### config.mk
export PLATFORM = sky130hd
export DESIGN_NAME = tga_rle_packet_decoder_flat
export DESIGN_NICKNAME = d
export VERILOG_FILES = /design/src/rtl/tga_pkg.sv /design/src/rtl/tga_if.sv /design/src/rtl/tga_cfg_regs.sv /design/src/rtl/tga_dec_core.sv /design/src/rtl/tga_rle_packet_decoder.sv /design/src/flat_wrapper.sv
export VERILOG_INCLUDE_DIRS = /design/src /design/src/rtl
export SDC_FILE = /design/constraint.sdc
export NUM_CORES = 1
export LEC_CHECK = 0
export BUFFER_PORTS_ARGS = -buffer_cell sky130_fd_sc_hd__buf_4
export CAP_MARGIN = 20
export CORE_MARGIN = 3
export CORE_UTILIZATION = 55
export DETAILED_ROUTE_END_ITERATION = 10
export PLACE_DENSITY = 0.77
export SLEW_MARGIN = 0
export SYNTH_ARGS = -nofsm -noshare
export SYNTH_HDL_FRONTEND = slang
export SYNTH_HIERARCHICAL = 1
export SYNTH_SLANG_ARGS = --single-unit
### constraint.sdc
create_clock -name clk_i -period 5.5 [get_ports clk_i]
set_input_delay 1.1 -clock clk_i [delete_from_list [all_inputs] [get_ports clk_i]]
set_output_delay 1.1 -clock clk_i [all_outputs]
set_load 0.01 [all_outputs]
### src/rtl/tga_rle_packet_decoder_defines.svh
// assertion helpers used by the decode core rtl
`ifndef TGA_RLE_PACKET_DECODER_DEFINES_SVH
`define TGA_RLE_PACKET_DECODER_DEFINES_SVH

// clocked check, off while reset is held
`define TGA_ASSERT(lbl, prop, msg) \
  lbl: assert property (@(posedge clk_i) disable iff (!rst_ni) (prop)) else $error(msg);

// antecedent in this cycle, consequent in the next one
`define TGA_ASSERT_NEXT(lbl, ante, cons, msg) \
  `TGA_ASSERT(lbl, (ante) |=> (cons), msg)

`endif

### src/rtl/tga_pkg.sv
package tga_pkg;

  // decoder phase
  typedef enum logic [1:0] {
    PH_HEADER = 2'd0,
    PH_PIXEL  = 2'd1,
    PH_DONE   = 2'd2
  } phase_e;

  // configuration register indexes
  typedef enum logic [0:0] {
    REG_PIXEL_BYTES  = 1'b0,
    REG_TOTAL_PIXELS = 1'b1
  } cfg_reg_e;

  localparam logic [2:0]  PIXEL_BYTES_RST  = 3'd3;
  localparam logic [31:0] TOTAL_PIXELS_RST = 32'd1;

  // packet header fields
  localparam logic [7:0] COUNT_MASK = 8'h7f;
  localparam logic [7:0] RUN_BIT    = 8'h80;

  typedef struct packed {
    logic [2:0]  pixel_bytes;
    logic [31:0] total_pixels;
  } cfg_t;

  typedef struct packed {
    logic [31:0] pixel_value;
    logic [7:0]  run_length;
    logic        packet_end;
    logic        image_done;
    logic        clamped;
  } result_t;

  // index of the last byte of a pixel, out of range sizes pinned to 2 or 4
  function automatic logic [1:0] last_byte_idx(logic [2:0] pb);
    logic [1:0] idx;
    priority if (pb < 3'd3) begin
      idx = 2'd1;
    end else if (pb == 3'd3) begin
      idx = 2'd2;
    end else begin
      idx = 2'd3;
    end
    return idx;
  endfunction

endpackage

### src/rtl/tga_if.sv
// coded byte stream
interface tga_byte_if;
  logic       valid;
  logic       ready;
  logic [7:0] data_byte;

  modport source (output valid, output data_byte, input ready);
  modport sink   (input valid, input data_byte, output ready);
endinterface

// decoded pixel stream
interface tga_pixel_if;
  logic        valid;
  logic        ready;
  logic [31:0] pixel_value;
  logic [7:0]  run_length;
  logic        packet_end;
  logic        image_done;
  logic        clamped;

  modport source (output valid, output pixel_value, output run_length,
                  output packet_end, output image_done, output clamped,
                  input ready);
  modport sink   (input valid, input pixel_value, input run_length,
                  input packet_end, input image_done, input clamped,
                  output ready);
endinterface

### src/rtl/tga_cfg_regs.sv
module tga_cfg_regs
  import tga_pkg::*;
(
  input  logic        clk_i,
  input  logic        rst_ni,
  input  logic        we_i,
  input  cfg_reg_e    idx_i,
  input  logic [31:0] wdata_i,
  output cfg_t        cfg_o
);

  logic [2:0]  pixel_bytes_q, pixel_bytes_d;
  logic [31:0] total_pixels_q, total_pixels_d;

  // register write decode
  always_comb begin
    pixel_bytes_d  = pixel_bytes_q;
    total_pixels_d = total_pixels_q;
    if (we_i) begin
      unique case (idx_i)
        REG_PIXEL_BYTES:  pixel_bytes_d  = wdata_i[2:0];
        REG_TOTAL_PIXELS: total_pixels_d = wdata_i;
      endcase
    end
  end

  always_ff @(posedge clk_i or negedge rst_ni) begin
    if (!rst_ni) begin
      pixel_bytes_q  <= PIXEL_BYTES_RST;
      total_pixels_q <= TOTAL_PIXELS_RST;
    end else begin
      pixel_bytes_q  <= pixel_bytes_d;
      total_pixels_q <= total_pixels_d;
    end
  end

  assign cfg_o.pixel_bytes  = pixel_bytes_q;
  assign cfg_o.total_pixels = total_pixels_q;

endmodule

### src/rtl/tga_dec_core.sv
`include "tga_rle_packet_decoder_defines.svh"

module tga_dec_core
  import tga_pkg::*;
(
  input  logic       clk_i,
  input  logic       rst_ni,
  input  logic       step_i,
  input  logic [7:0] byte_i,
  input  cfg_t       cfg_i,
  output logic       emit_o,
  output result_t    res_o
);

  phase_e      phase_q, phase_d;
  logic [1:0]  byte_idx_q, byte_idx_d;
  logic [7:0]  left_q, left_d;
  logic        is_run_q, is_run_d;
  logic        clamp_q, clamp_d;
  logic [31:0] asm_q, asm_d;
  logic [31:0] decoded_q, decoded_d;

  logic [7:0]  count;
  logic [31:0] remaining;
  logic [31:0] asm_new;
  logic [7:0]  run_len;
  logic [7:0]  left_after;
  logic [32:0] sum;
  logic [31:0] decoded_sat;
  logic [1:0]  last_idx;

  // datapath for the current byte
  always_comb begin
    count       = (byte_i & COUNT_MASK) + 8'd1;
    remaining   = cfg_i.total_pixels - decoded_q;
    last_idx    = last_byte_idx(cfg_i.pixel_bytes);
    asm_new     = (byte_idx_q == 2'd0) ? {24'd0, byte_i}
                                       : asm_q | ({24'd0, byte_i} << {byte_idx_q, 3'b000});
    run_len     = is_run_q ? left_q : 8'd1;
    left_after  = is_run_q ? 8'd0 : left_q - 8'd1;
    sum         = {1'b0, decoded_q} + {25'd0, run_len};
    decoded_sat = sum[32] ? 32'hffff_ffff : sum[31:0];
  end

  // result word, valid when emit_o is high
  always_comb begin
    res_o.pixel_value = asm_new;
    res_o.run_length  = run_len;
    res_o.packet_end  = (left_after == 8'd0);
    res_o.image_done  = (decoded_sat >= cfg_i.total_pixels);
    res_o.clamped     = clamp_q;
  end

  // next state
  always_comb begin
    phase_d    = phase_q;
    byte_idx_d = byte_idx_q;
    left_d     = left_q;
    is_run_d   = is_run_q;
    clamp_d    = clamp_q;
    asm_d      = asm_q;
    decoded_d  = decoded_q;
    emit_o     = 1'b0;
    if (step_i) begin
      unique case (phase_q)
        PH_HEADER: begin
          if (decoded_q >= cfg_i.total_pixels) begin
            phase_d = PH_DONE;
          end else begin
            // cut an overlong packet to the pixels still owed
            if ({24'd0, count} > remaining) begin
              left_d  = remaining[7:0];
              clamp_d = 1'b1;
            end else begin
              left_d  = count;
              clamp_d = 1'b0;
            end
            is_run_d   = ((byte_i & RUN_BIT) != 8'd0);
            byte_idx_d = 2'd0;
            asm_d      = 32'd0;
            phase_d    = PH_PIXEL;
          end
        end
        PH_PIXEL: begin
          asm_d = asm_new;
          if (byte_idx_q < last_idx) begin
            byte_idx_d = byte_idx_q + 2'd1;
          end else begin
            byte_idx_d = 2'd0;
            left_d     = left_after;
            decoded_d  = decoded_sat;
            emit_o     = 1'b1;
            if (res_o.image_done) begin
              phase_d = PH_DONE;
            end else if (res_o.packet_end) begin
              phase_d = PH_HEADER;
            end
          end
        end
        PH_DONE: begin
        end
        default: begin
        end
      endcase
    end
  end

  always_ff @(posedge clk_i or negedge rst_ni) begin
    if (!rst_ni) begin
      phase_q    <= PH_HEADER;
      byte_idx_q <= 2'd0;
      left_q     <= 8'd0;
      is_run_q   <= 1'b0;
      clamp_q    <= 1'b0;
      asm_q      <= 32'd0;
      decoded_q  <= 32'd0;
    end else begin
      phase_q    <= phase_d;
      byte_idx_q <= byte_idx_d;
      left_q     <= left_d;
      is_run_q   <= is_run_d;
      clamp_q    <= clamp_d;
      asm_q      <= asm_d;
      decoded_q  <= decoded_d;
    end
  end

  // checks
  `TGA_ASSERT(a_run_ends_packet, (emit_o && res_o.run_length != 8'd1) |-> res_o.packet_end, "run result not at packet end")
  `TGA_ASSERT_NEXT(a_done_entered, emit_o && res_o.image_done, phase_q == PH_DONE, "image done but decoder still active")
  `TGA_ASSERT_NEXT(a_done_sticky, phase_q == PH_DONE, phase_q == PH_DONE, "decoder left done")
  `TGA_ASSERT(a_pixel_has_count, (phase_q == PH_PIXEL) |-> (left_q != 8'd0), "pixel phase with empty packet")

endmodule

### src/rtl/tga_rle_packet_decoder.sv
// Run-length packet decoder for truecolor image pixel data. Feed the coded
// pixel bytes on byte_i, one per clock; each run comes out on pixel_o as one
// word with its repeat count, each literal pixel as one word with count 1.
// Pixels are 2, 3 or 4 bytes (pixel_bytes register), first byte lowest.
// Decoding stops with image_done once total_pixels pixels have been counted;
// later bytes are taken and dropped until reset. The block sustains one byte
// per clock while pixel_o is not stalled: a byte is registered on entry, then
// the state update in the decode core writes the result register. That update
// of the packet and pixel counters is what sets the rate. Write the registers
// only while the block is idle. No clearing pass is needed after reset.
module tga_rle_packet_decoder
  import tga_pkg::*;
(
  input  logic              clk_i,
  input  logic              rst_ni,
  input  logic              cfg_we_i,
  input  logic [0:0]        cfg_idx_i,
  input  logic [31:0]       cfg_wdata_i,
  tga_byte_if.sink          byte_i,
  tga_pixel_if.source       pixel_o
);

  cfg_t       cfg;
  logic       in_vld_q, in_vld_d;
  logic [7:0] in_byte_q, in_byte_d;
  logic       out_vld_q, out_vld_d;
  result_t    out_q, out_d;
  logic       out_free;
  logic       advance;
  logic       emit;
  result_t    res;

  tga_cfg_regs u_cfg (
    .clk_i   (clk_i),
    .rst_ni  (rst_ni),
    .we_i    (cfg_we_i),
    .idx_i   (cfg_reg_e'(cfg_idx_i)),
    .wdata_i (cfg_wdata_i),
    .cfg_o   (cfg)
  );

  // handshake between the stages
  assign out_free     = !out_vld_q || pixel_o.ready;
  assign advance      = in_vld_q && out_free;
  assign byte_i.ready = !in_vld_q || advance;

  tga_dec_core u_core (
    .clk_i  (clk_i),
    .rst_ni (rst_ni),
    .step_i (advance),
    .byte_i (in_byte_q),
    .cfg_i  (cfg),
    .emit_o (emit),
    .res_o  (res)
  );

  // input and result register next values
  always_comb begin
    in_vld_d  = in_vld_q;
    in_byte_d = in_byte_q;
    out_vld_d = out_vld_q;
    out_d     = out_q;
    if (byte_i.ready) begin
      in_vld_d  = byte_i.valid;
      in_byte_d = byte_i.data_byte;
    end
    if (out_free) begin
      out_vld_d = emit;
      out_d     = res;
    end
  end

  always_ff @(posedge clk_i or negedge rst_ni) begin
    if (!rst_ni) begin
      in_vld_q  <= 1'b0;
      out_vld_q <= 1'b0;
    end else begin
      in_vld_q  <= in_vld_d;
      out_vld_q <= out_vld_d;
    end
  end

  always_ff @(posedge clk_i) begin
    in_byte_q <= in_byte_d;
    out_q     <= out_d;
  end

  assign pixel_o.valid       = out_vld_q;
  assign pixel_o.pixel_value = out_q.pixel_value;
  assign pixel_o.run_length  = out_q.run_length;
  assign pixel_o.packet_end  = out_q.packet_end;
  assign pixel_o.image_done  = out_q.image_done;
  assign pixel_o.clamped     = out_q.clamped;

endmodule

### src/flat_wrapper.sv
// flat-port wrapper written by rule: the top's interface ports become plain ports
module tga_rle_packet_decoder_flat import tga_pkg::*;
  (clk_i, rst_ni, cfg_we_i, cfg_idx_i, cfg_wdata_i, byte_i_valid, byte_i_data_byte, byte_i_ready, pixel_o_valid, pixel_o_pixel_value, pixel_o_run_length, pixel_o_packet_end, pixel_o_image_done, pixel_o_clamped, pixel_o_ready);
  tga_byte_if byte_i_i ();
  tga_pixel_if pixel_o_i ();
  input  logic clk_i;
  input  logic rst_ni;
  input  logic cfg_we_i;
  input  logic [0:0] cfg_idx_i;
  input  logic [31:0] cfg_wdata_i;
  input wire logic [$bits(byte_i_i.valid)-1:0] byte_i_valid;
  input wire logic [$bits(byte_i_i.data_byte)-1:0] byte_i_data_byte;
  output wire logic [$bits(byte_i_i.ready)-1:0] byte_i_ready;
  output wire logic [$bits(pixel_o_i.valid)-1:0] pixel_o_valid;
  output wire logic [$bits(pixel_o_i.pixel_value)-1:0] pixel_o_pixel_value;
  output wire logic [$bits(pixel_o_i.run_length)-1:0] pixel_o_run_length;
  output wire logic [$bits(pixel_o_i.packet_end)-1:0] pixel_o_packet_end;
  output wire logic [$bits(pixel_o_i.image_done)-1:0] pixel_o_image_done;
  output wire logic [$bits(pixel_o_i.clamped)-1:0] pixel_o_clamped;
  input wire logic [$bits(pixel_o_i.ready)-1:0] pixel_o_ready;
  assign byte_i_i.valid = byte_i_valid;
  assign byte_i_i.data_byte = byte_i_data_byte;
  assign byte_i_ready = byte_i_i.ready;
  assign pixel_o_valid = pixel_o_i.valid;
  assign pixel_o_pixel_value = pixel_o_i.pixel_value;
  assign pixel_o_run_length = pixel_o_i.run_length;
  assign pixel_o_packet_end = pixel_o_i.packet_end;
  assign pixel_o_image_done = pixel_o_i.image_done;
  assign pixel_o_clamped = pixel_o_i.clamped;
  assign pixel_o_i.ready = pixel_o_ready;
  tga_rle_packet_decoder u_core (.clk_i(clk_i), .rst_ni(rst_ni), .cfg_we_i(cfg_we_i), .cfg_idx_i(cfg_idx_i), .cfg_wdata_i(cfg_wdata_i), .byte_i(byte_i_i), .pixel_o(pixel_o_i));
endmodule
==> key figures <==
Route
  – WL/cell: 18.8 um
  – DRC: 0
  – Antenna Nets Post-Route: 0
  – Via Count: 9652
  – 1st-iter DRT viols: 751
  – Via/cell ratio: 6.09
  – First-pass detailed-route iteration total: 5
  – Post-Route WL: 29.8 mm

STA
  – Hold WS: 0.459 ns
  – Slew @ Worst Pin: 0.942 ns
  – Crit path time final: 5.19 ns
  – RSZ-0062 raised after global routing: no
  – Final Slew Violations: 0
  – Fin. Hold Viols: 0
  – Clk_skew: 0.0144 ns
  – Max-slew headroom: 37.0%
  – Fmax: 193 MHz
  – Setup TNS: 0 ns
  – Final Cycle Share: 94.3%
  – Endpoints failing setup: 0

Clock tree
  – PostCTS Resize Cnt: 0
  – Num Clock Sinks: 166
  – Postcts setup bufs: 0
  – Max clock buf depth: 2
  – CTS H-tree lvls: 4
  – Clock latency at the later pin of the worst-skew pair: 0.45 ns
  – Clock tree from TritonCTS: done
  – Clock-pin slew on the worst setup and hold paths: 0.08 ns
  – Inserted Clock Buffers: 17
  – Hold Buf Count CTS: 0
  – Root Buffer: clkbuf_16

Die
  – Initial core utilization: 56.5%
  – Chip Height: 148 um
  – Die area: 21900 sq um
  – IO Pins: 91
  – Area of the core: 19600 sq um
  – Die Wd: 148 um
  – FP Rows: 51

Final layout
  – P&R area growth vs syn: 14.2%
  – Commonest cells after routing, fill and taps aside: 151 x nand2_1, 111 x dfrtp_1, 108 x buf_4
  – Final cell count without fillers: 1584
  – Layout fillers: 1621
  – Nets: 1438
  – Ant. Diodes: 0
  – Share of cells above drive strength 1: 16.0%
  – Most common cell after layout, fill and taps aside: nand2_1

Synthesis
  – Sequential area share after synthesis: 39.9%
  – Main synth FF type: dfrtp_1
  – Count of different cell masters after synthesis: 79
  – YS warnings: 6
  – Synth async-reset ratio: 69.3%
  – Synthesis-stage register bit count: 166
  – Syn nets: 1364
  – Avg Cell Area, Syn: 8.98 sq um
  – Netlist Area Pre-Place: 11100 sq um
  – Post-Syn Instances: 1232
  – Number of synthesized flops with an enable pin: 51

Global route
  – First-pass GRT wire length: 47.4 mm
  – Grt ovf: 0
  – Antenna violations before repair: 0
  – Total track usage: 27.2%
  – Vias in the first global route: 9157
  – Largest net degree at the start of global routing: 60

Worst hold path
  – Hold path start: u_core/u_core/clamp_q
  – HP Class: flip-flop to flip-flop
  – Hold worst-path end: u_core/pixel_o.clamped
  – Hold Path Stages: 0

Flow run
  – Max Cap Viol: 0

Setup path
  – Worst R2R Start: u_core/u_core/left_q[0]
  – Nature of the critical path startpoint: flip-flop
  – Critical path arrival: 5.52 ns
  – Worst reg2reg path depth: 26
  – Kind of critical path: flip-flop to flip-flop
  – Largest fanout on the critical path: 20
  – Setup slack, reg-to-reg: 0.31 ns
  – Critical Path RT: 5.83 ns
  – Crit Reg-Reg Endpoint: u_core/u_core/phase_q[1]
  – Setup crit end kind: flip-flop

Placement
  – # placed instances: 1552
  – Buffers on Ports: 90
  – RePlAce Congestion: 0.952
  – Dpl hpwl: 22.1 mm

Run status
  – Status: complete, no violations

Pwr
  – Peak VDD IR: 270 uV
  – Power, Total: 5.16 mW
  – Sequential Power Share: 32.7%
  – Cell Pwr Density: 409 nW/um^2
  – Internal power: 3.04 mW
  – Sw frac: 41.0%
  – Logic pwr share: 42.6%
  – Leakage: 5.72 nW
  – Clock network power share: 24.7%
  – Sw Pwr: 2.12 mW
[metrics by stage]
step | util (%) | area, sq um | setup slack (ns)
floorplan | - | 11100 | 0.0116
global placement | 61.1 | 12000 | 0.400
detailed placement | 61.1 | 12000 | 0.266
CTS | 64.4 | 12600 | 0.215
global route | 64.5 | 12600 | 0.0114
finish | 64.5 | 12600 | 0.312
[area by class of cell]
class	count	area, sq um	share of cell area [%]
clock inverter	14	191	1.52
multi-input combinational	916	6070	48.0
timing repair buffer	108	811	6.42
sequential	166	4410	35.0
inverter	97	364	2.88
clock buffer	18	450	3.57
tap	265	332	2.63
[cells in the mapped netlist (7+ instances only)]
cell	number	area, sq um
clkbuf_1	38	143
inv_1	94	353
nor4_1	13	81.3
nor2_1	93	349
dfrtp_1	112	2800
nor2b_1	7	43.8
o21bai_1	11	82.6
and3_1	8	50.1
edfxtp_1	51	1530
a31oi_1	15	93.8
nand2b_1	15	93.8
nor3_1	17	85.1
and2_1	13	81.3
o41ai_1	9	78.8
o21a_1	7	52.6
o211ai_1	10	75.1
mux2_2	42	473
xor2_1	10	87.6
o31ai_1	12	90.1
nand4_1	28	175
a21oi_1	99	495
xnor2_1	36	315
nand2_1	151	567
ha_1	84	1050
o21ai_0	81	405
a21o_1	29	218
nand3_1	25	125
[power by group through the flow]
stage               Sequential, mW  Combinational, mW  Clock, mW
CTS                           1.69               2.15       1.30
floorplan                     1.66               1.54          0
detailed placement            1.71               2.11          0
global route                  1.72               2.42       1.35
finish                        1.69               2.20       1.28
global placement              1.70               2.07          0
[how the worst max path moves through the flow]
stage | slack, ns | depth (start not counted) | to | from
after detailed placement | 0.27 | 25 | u_core/u_core/phase_q[1] | u_core/u_core/left_q[0]
after floorplan | 0.01 | 26 | u_core/u_core/phase_q[1] | u_core/u_core/is_run_q
after CTS | 0.22 | 25 | u_core/u_core/phase_q[1] | u_core/u_core/left_q[0]
after global placement | 0.40 | 25 | u_core/u_core/phase_q[1] | u_core/u_core/left_q[0]
final | 0.31 | 26 | u_core/u_core/phase_q[1] | u_core/u_core/left_q[0]
after global routing | 0.01 | 25 | u_core/u_core/phase_q[1] | u_core/u_core/left_q[0]
[kinds of logic after synthesis]
| group | count (synthesis) | share of synthesized area [%] |
|---|---|---|
| AO/OA/AOI/OAI | 333 | 19.0 |
| multiplexers | 44 | 4.46 |
| flip-flops | 166 | 39.9 |
| XOR/XNOR | 46 | 3.64 |
| adder cells (fa/ha/maj) | 86 | 9.86 |
| AND/OR/NAND/NOR | 407 | 17.6 |
| buffers and inverters | 150 | 5.53 |
[flip-flops by register name, summed over array words and instances, names as in the netlist, 2 cells and up]
name and flops:
u_core/pixel_o.pixel_value 32, u_core/u_cfg/total_pixels_q 32, u_core/u_core/asm_q 32, u_core/u_core/decoded_q 32, u_core/in_byte_q 8, u_core/pixel_o.run_length 8, u_core/u_core/left_q 8, u_core/u_cfg/pixel_bytes_q 3
u_core/u_core/byte_idx_q 2, u_core/u_core/phase_q 2
[worst max-delay path, cell delays in order, from the launching register on]
cell and delay [ns]:
dfrtp_1 0.42, inv_1 0.12, nand2_1 0.10, ha_1 0.22, fa_1 0.40, a21o_1 0.22, a21oi_2 0.17, o21bai_1 0.11
a21oi_2 0.19, o21bai_1 0.08, a21oi_1 0.20, and4b_1 0.25, nand2_1 0.10, buf_4 0.26, nand2_1 0.08, ha_1 0.18
a21o_1 0.15, a21o_1 0.17, a21o_1 0.16, a21o_1 0.16, a21o_1 0.18, a31oi_1 0.23, o21ai_0 0.19, a221oi_1 0.29
buf_4 0.18, o22ai_1 0.06, a21o_1 0.18
[layer usage]
layer	track usage (%)	vias to the layer above	part of all wire, %
met1	36.1	4612	43
met5	0	-	0
met2	45.0	388	48
met3	4.26	73	6.2
li1	-	4579	-
met4	11.1	0	3.3
Note: power is estimated with default switching activity, not from simulation.
